**src/rtl/far_pkg.sv**
```systemverilog
`default_nettype none

package far_pkg;

  localparam int unsigned ADDR_W   = 64;
  localparam int unsigned STATUS_W = 2;
  localparam int unsigned CFG_IDX_W = 2;

  // Configuration register indexes
  localparam logic [CFG_IDX_W-1:0] CFG_POOL_START = 2'd0;
  localparam logic [CFG_IDX_W-1:0] CFG_POOL_END   = 2'd1;

  typedef enum logic [STATUS_W-1:0] {
    STAT_GRANTED       = 2'd0,
    STAT_NO_RANGE      = 2'd1,
    STAT_NOT_CONTAINED = 2'd2,
    STAT_FULL          = 2'd3
  } status_t;

  typedef enum logic [2:0] {
    UPD_NONE,
    UPD_LOAD,
    UPD_DROP,
    UPD_TRIM_FRONT,
    UPD_TRIM_BACK,
    UPD_SPLIT
  } upd_op_t;

  typedef enum logic [1:0] {
    ST_IDLE,
    ST_SCAN,
    ST_DECIDE
  } state_t;

  // Search word handed from cell to cell
  typedef struct packed {
    logic              go;
    logic [ADDR_W-1:0] addr;
    logic              found;
    logic [ADDR_W-1:0] best_base;
    logic [ADDR_W-1:0] best_limit;
    logic              spare_found;
  } scan_t;

  // Table update broadcast to every cell
  typedef struct packed {
    upd_op_t           op;
    logic [ADDR_W-1:0] val_base;
    logic [ADDR_W-1:0] val_limit;
    logic [ADDR_W-1:0] val_split_limit;
  } upd_t;

endpackage

`default_nettype wire

```
**src/rtl/far_cell.sv**
```systemverilog
`default_nettype none

module far_cell
  import far_pkg::*;
#(
  parameter int unsigned ENTRIES = 16,
  parameter int unsigned SLOT    = 0,
  localparam int unsigned IDX_W  = $clog2(ENTRIES)
) (
  input  wire logic             clk,
  input  wire logic             rst_n,
  input  wire scan_t            scan_i,
  input  wire logic [IDX_W-1:0] best_idx_i,
  input  wire logic [IDX_W-1:0] spare_idx_i,
  output      scan_t            scan_o,
  output      logic [IDX_W-1:0] best_idx_o,
  output      logic [IDX_W-1:0] spare_idx_o,
  input  wire upd_t             upd_i,
  input  wire logic [IDX_W-1:0] sel_idx_i,
  input  wire logic [IDX_W-1:0] spr_idx_i
);

  localparam logic [IDX_W-1:0] SLOT_ID = IDX_W'(SLOT);
  localparam bit               IS_HEAD = (SLOT == 0);

  logic              valid_r, valid_nxt;
  logic [ADDR_W-1:0] base_r, base_nxt;
  logic [ADDR_W-1:0] limit_r, limit_nxt;
  scan_t             scan_r, scan_nxt;
  logic [IDX_W-1:0]  best_idx_r, best_idx_nxt;
  logic [IDX_W-1:0]  spare_idx_r, spare_idx_nxt;
  logic              take, spare_take, is_sel, is_spr;

  // Take over as best when this range starts at or below the address and
  // strictly above the best so far; ties keep the lower slot.
  always_comb begin
    take = valid_r && (base_r <= scan_i.addr) &&
           (!scan_i.found || (base_r > scan_i.best_base));
    spare_take = !valid_r && !scan_i.spare_found;
    scan_nxt      = scan_i;
    best_idx_nxt  = best_idx_i;
    spare_idx_nxt = spare_idx_i;
    if (take) begin
      scan_nxt.found      = 1'b1;
      scan_nxt.best_base  = base_r;
      scan_nxt.best_limit = limit_r;
      best_idx_nxt        = SLOT_ID;
    end
    if (spare_take) begin
      scan_nxt.spare_found = 1'b1;
      spare_idx_nxt        = SLOT_ID;
    end
  end

  always_comb begin
    is_sel    = (sel_idx_i == SLOT_ID);
    is_spr    = (spr_idx_i == SLOT_ID);
    valid_nxt = valid_r;
    base_nxt  = base_r;
    limit_nxt = limit_r;
    unique case (upd_i.op)
      UPD_LOAD: begin
        valid_nxt = IS_HEAD;
        if (IS_HEAD) begin
          base_nxt  = upd_i.val_base;
          limit_nxt = upd_i.val_limit;
        end
      end
      UPD_DROP: begin
        if (is_sel) valid_nxt = 1'b0;
      end
      UPD_TRIM_FRONT: begin
        if (is_sel) base_nxt = upd_i.val_base;
      end
      UPD_TRIM_BACK: begin
        if (is_sel) limit_nxt = upd_i.val_limit;
      end
      UPD_SPLIT: begin
        if (is_sel) limit_nxt = upd_i.val_limit;
        if (is_spr) begin
          valid_nxt = 1'b1;
          base_nxt  = upd_i.val_base;
          limit_nxt = upd_i.val_split_limit;
        end
      end
      default: ;
    endcase
  end

  always_ff @(posedge clk) begin
    if (!rst_n) begin
      valid_r <= IS_HEAD;
      base_r  <= '0;
      limit_r <= '0;
    end else begin
      valid_r <= valid_nxt;
      base_r  <= base_nxt;
      limit_r <= limit_nxt;
    end
  end

  always_ff @(posedge clk) begin
    if (!rst_n) begin
      scan_r.go <= 1'b0;
    end else begin
      scan_r <= scan_nxt;
    end
  end

  always_ff @(posedge clk) begin
    best_idx_r  <= best_idx_nxt;
    spare_idx_r <= spare_idx_nxt;
  end

  assign scan_o      = scan_r;
  assign best_idx_o  = best_idx_r;
  assign spare_idx_o = spare_idx_r;

endmodule

`default_nettype wire

```
**config.mk**
```make
export PLATFORM = sky130hd
export DESIGN_NAME = far_cell
export DESIGN_NICKNAME = d
export VERILOG_FILES = /design/src/rtl/far_pkg.sv /design/src/rtl/far_cell.sv
export SDC_FILE = /design/constraint.sdc
export NUM_CORES = 1
export LEC_CHECK = 0
export BUFFER_PORTS_ARGS = -buffer_cell sky130_fd_sc_hd__buf_2
export CAP_MARGIN = 5
export CORE_AREA = 5 5 237 239
export CTS_BUF_LIST = sky130_fd_sc_hd__clkbuf_2
export DETAILED_ROUTE_END_ITERATION = 6
export DIE_AREA = 0 0 242 244
export GPL_TIMING_DRIVEN = 0
export PLACE_DENSITY = 0.52
export SYNTH_ARGS = -nofsm -noshare
export SYNTH_HDL_FRONTEND = slang
export SYNTH_SLANG_ARGS = --single-unit
```
**constraint.sdc**
```tcl
create_clock -name clk -period 3.28 [get_ports clk]
set_clock_uncertainty 0.05 [all_clocks]
set_input_delay 0.328 -clock clk [delete_from_list [all_inputs] [get_ports clk]]
set_output_delay 0.328 -clock clk [all_outputs]
set_load 0.05 [all_outputs]
```
==> flow_summary.yaml, run 1 <==
synth:
  synth_compound_area_share_pct: 11.78
  syn-num-nets: 2006
  muxShareOfSynthArea_pct: 10.47
  yosys.area_share.simple_pct: 10.93
  yosys.area.top_type_share_pct: 35.33
  synth_seq_cells: 332
  ys_seq_area_share_pct: 52.08
  netlist_top_cells_count: "nand2_1 (221), edfxtp_1 (194), dfxtp_1 (138)"
  yosys_most_used_dff: "edfxtp_1"
  synthAdderAreaFrac_pct: 9.712
  synth_top_family_by_area: "compound AO/OA/AOI/OAI gates"
  synth_cell_types: 48
  synth_xor_area_share_pct: 0
  ys_warn_count: 0
  yosysTopAreaCell: "edfxtp_1"
  synth_enable_flop_cells: 194
  synthCells: 1470
  synth.most_common_cell: "nand2_1"
  synth-async-reset-ratio_pct: 0
  synth_area_leaders: "edfxtp_1 (35%), dfxtp_1 (17%), ha_1 (9.7%)"
  syn_area_per_cell_um2: 11.22
  netlist_area_mm2: 0.01649
floorplanning:
  die_w_um: 242
  fp.dieH_um: 244
  num_rows: 85
  boundaryPins: 611
  initial_core_util_pct: 30.77
outcome:
  status: "stopped before the end"
  error: "[ERROR RSZ-0060] Max buffer count reached."
  outcome.stop_stage: "clock tree synthesis"
clock_tree:
  cts_hold_buf: 595
  cts_setup_buffers: 13
  clockBufferDepth: 3
  cts_num_sinks: 332
  clockRootBuffer: "clkbuf_2"
  ctsHtreeMaxLevel: 3
  cts_made_buffers: 93
  cts.repair.resized: 67
placement:
  port_buffers: 609
  finalWeightedCongestion: 0.8929
  dpl_cell_area_mm2: 0.02045
  dpl.hpwl_um: 49320
[kinds of logic after synthesis]
| kind of cell | Yosys count |
|---|---|
| simple gates | 380 |
| flops | 332 |
| compound gates | 301 |
| buf+inv | 201 |
| mux | 128 |
| fa+ha+maj | 128 |
[per-stage QoR]
step	hold WS [ns]	instances	setup WS (ns)	setup TNS (ns)	utilization, %
2_1_floorplan	0.3769	1470	0.003741	0	-
3_3_place_gp	0.4277	2775	-2.511	-622.45	38.09
3_5_place_dp	0.4442	2776	-1.060	-133.47	38.16
==> run 2: changes to the inputs <==
--- a/config.mk
+++ b/config.mk
@@ -7,12 +7,11 @@
 export LEC_CHECK = 0
 export BUFFER_PORTS_ARGS = -buffer_cell sky130_fd_sc_hd__buf_2
 export CAP_MARGIN = 5
-export CORE_AREA = 5 5 237 239
-export CTS_BUF_LIST = sky130_fd_sc_hd__clkbuf_2
+export CORE_AREA = 5 5 235 237
 export DETAILED_ROUTE_END_ITERATION = 6
-export DIE_AREA = 0 0 242 244
+export DIE_AREA = 0 0 240 242
 export GPL_TIMING_DRIVEN = 0
-export PLACE_DENSITY = 0.52
+export PLACE_DENSITY_LB_ADDON = 0.15
 export SYNTH_ARGS = -nofsm -noshare
 export SYNTH_HDL_FRONTEND = slang
 export SYNTH_SLANG_ARGS = --single-unit
==> constraint.sdc (replaced) <==
create_clock -name clk -period 4.25 [get_ports clk]
set_clock_uncertainty 0.05 [all_clocks]
set_input_delay 0.425 -clock clk [delete_from_list [all_inputs] [get_ports clk]]
set_output_delay 0.425 -clock clk [all_outputs]
set_load 0.05 [all_outputs]
==> flow_summary.yaml, run 2 <==
timing:
  max_freq_mhz: 247.8
  tightest_slew_ns: 1.030
  max_slew_margin_pct: 31.34
  finalHoldViolCount: 0
  setup_slack_ns: 0.2137
  min_period_over_period_pct: 94.97
  finalMaxSlewViolations: 0
  period_needed_ns: 4.036
  rsz0062_at_grt: "false"
  setup_violations: 0
  fin_tns_setup_ns: 0
layout:
  fin_cells: 2916
  final_cell_mix: "buf_2 (614), nand2_1 (221), edfxtp_1 (194)"
  area_growth_pct: 35.52
  drive_gt1_share_pct: 37.45
  final_common_cell: "buf_2"
  fin_nets: 2706
  finalInstanceArea_mm2: 0.02235
  largest_register_ffs: 195
clock_tree:
  path_clk_slew_ns: 0.06
  cts_num_sinks: 332
  cts_made_buffers: 41
  ctsHtreeMaxLevel: 2
  cts_tree: "done"
  insertion_delay_ns: 0.55
  clockRootBuffer: "clkbuf_16"
  clockBufferDepth: 3
routing:
  via_per_inst: 4.651
  route.detailed.drc: 0
  drt_iter0_drc: 579
  drt-pass1-iter-count: 5
  ant_nets: 0
  vias: 13563
  routedWlPerCell_um: 20.79
  wl_um: 60610
setup_path:
  crit_path_frequent_cell: "buf_6"
  cpMaxStageDelayCell: "or4_4"
  worstPathMaxFanout: 10
  critPathLaunchType: "flop"
  r2r_cells: 12
  path_cells: "ha_1 -> and3_1 -> nand4_2 -> or4_4 -> or3_4 -> a21oi_2 -> nor3_1 -> or3_1 -> buf_2 -> buf_6 -> buf_6 -> mux2_4"
  end_kind: "flop"
  arrival_ns: 4.29
  critPathMaxStageDelay_ns: 0.62
  worst_ep_required_time_ns: 4.50
  critPathKind: "reg2reg"
placement:
  finalWeightedCongestion: 0.8492
  post-place-cells: 2776
  pre_cts_slack_ns: -0.2301
  port_buffers: 609
  dpl.hpwl_um: 48680
  dpl_cell_area_mm2: 0.02045
synth:
  syn-num-nets: 2006
  netlist_top_cells_count: "nand2_1 (221), edfxtp_1 (194), dfxtp_1 (138)"
  synth_enable_flop_cells: 194
  synth_cell_types: 48
  netlist_area_mm2: 0.01649
  ys_warn_count: 0
  yosys_most_used_dff: "edfxtp_1"
  synth_seq_cells: 332
  yosys.area.top_type_share_pct: 35.33
  synthCells: 1470
  synth.most_common_cell: "nand2_1"
  synth-async-reset-ratio_pct: 0
  synth_area_leaders: "edfxtp_1 (35%), dfxtp_1 (17%), ha_1 (9.7%)"
  ys_seq_area_share_pct: 52.08
  syn_area_per_cell_um2: 11.22
  yosysTopAreaCell: "edfxtp_1"
floorplanning:
  dieArea_mm2: 0.05808
  initial_core_util_pct: 31.07
  num_rows: 85
  die_w_um: 240
  core_mm2: 0.05307
  fp.dieH_um: 242
  boundaryPins: 611
power:
  power_density_mw_per_mm2: 404.7
  p_leak_nw: 10.51
  p_total_mw: 9.044
  ir_drop_mv: 0.2334
min_path:
  hold_depth: 1
  hp-class: "in2reg"
global_routing:
  grt-ovfl-total: 0
  grt_first_pass_wirelength_um: 86630
  grt_max_degree: 115
  antenna_found_initial: 35
  grt_use_total_pct: 19.84
  grt_pass1_vias: 13996
outcome:
  status: "complete, no violations"
flow_run:
  cap_viol_max_count: 0
-- run 2: cell counts after synthesis --
Identical to the previous run, type by type.
-- run 2: logic make-up (layout without fill, tap and decap cells) --
group,after synthesis,in the layout,share of synthesized area [%]
compound gates,301,301,11.78
fa+ha+maj,128,128,9.712
buf+inv,201,934,5.030
flops,332,332,52.08
mux,128,128,10.47
other cells,0,17,0
simple gates,380,380,10.93
-- run 2: cell type report --
cell class / count / area, µm²
clock buffer: 55 / 1161
sequential: 332 / 8588
buffer: 71 / 341.6
antenna: 17 / 42.54
inverter: 130 / 488.0
clock inverter: 21 / 212.7
multi-input combinational: 937 / 7088
fill: 5277 / 30720
tap: 696 / 870.8
timing repair buffer: 657 / 3556
-- run 2: report_power, final --
part,internal (mW),switching (mW),total (mW)
Clock,2.16,1.40,3.57
Combinational,0.610,1.12,1.73
Sequential,3.65,0.0917,3.75
Total,6.43,2.62,9.04
-- run 2: per-stage QoR --
| stage | util [%] | hold WS (ns) |
|---|---|---|
| 6_report | 42.11 | 0.04245 |
| 2_1_floorplan | - | 0.4061 |
| 4_1_cts | 42.02 | 0.001512 |
| 5_1_grt | 42.06 | 0.0002522 |
| 3_3_place_gp | 38.46 | 0.4216 |
| 3_5_place_dp | 38.53 | 0.4287 |
-- run 2: path summary, 6_finish.rpt --
path,slack [ns],from,to
worst max-delay path,0.21,base_r[63],scan_o[104]
worst min register to register,0.43,base_r[0],base_r[0]
worst min-delay path,0.04,scan_i[183],scan_o[183]
worst max register to register,0.21,base_r[63],scan_o[104]
-- run 2: metal layers --
metal / share of wire, % / track usage, %
met1: 38 / 22.44
met5: 0.36 / 0
met4: 3.0 / 6.993
met2: 49 / 34.60
met3: 9.0 / 6.922
-- run 2: repair_timing --
item	in CTS	in global routing
gates resized for setup	1	1
setup endpoints to repair	4	76
cloned	0	0
buffers inserted	0	0
pin swaps	0	0
endpoints found under the hold margin	47	0
hold buffers	47	0
-- run 2: critical path: cells and delay by family, from the launching register on --
kind	cells	cell delay, ns
AOI/OAI and AO/OA	1	0.19
adders and majority gates	1	0.31
buffers and inverters	3	0.58
and+or+nand+nor	6	1.95
muxes	1	0.32
DFF	1	0.37
No activity file was read; power rests on OpenSTA's default activity.
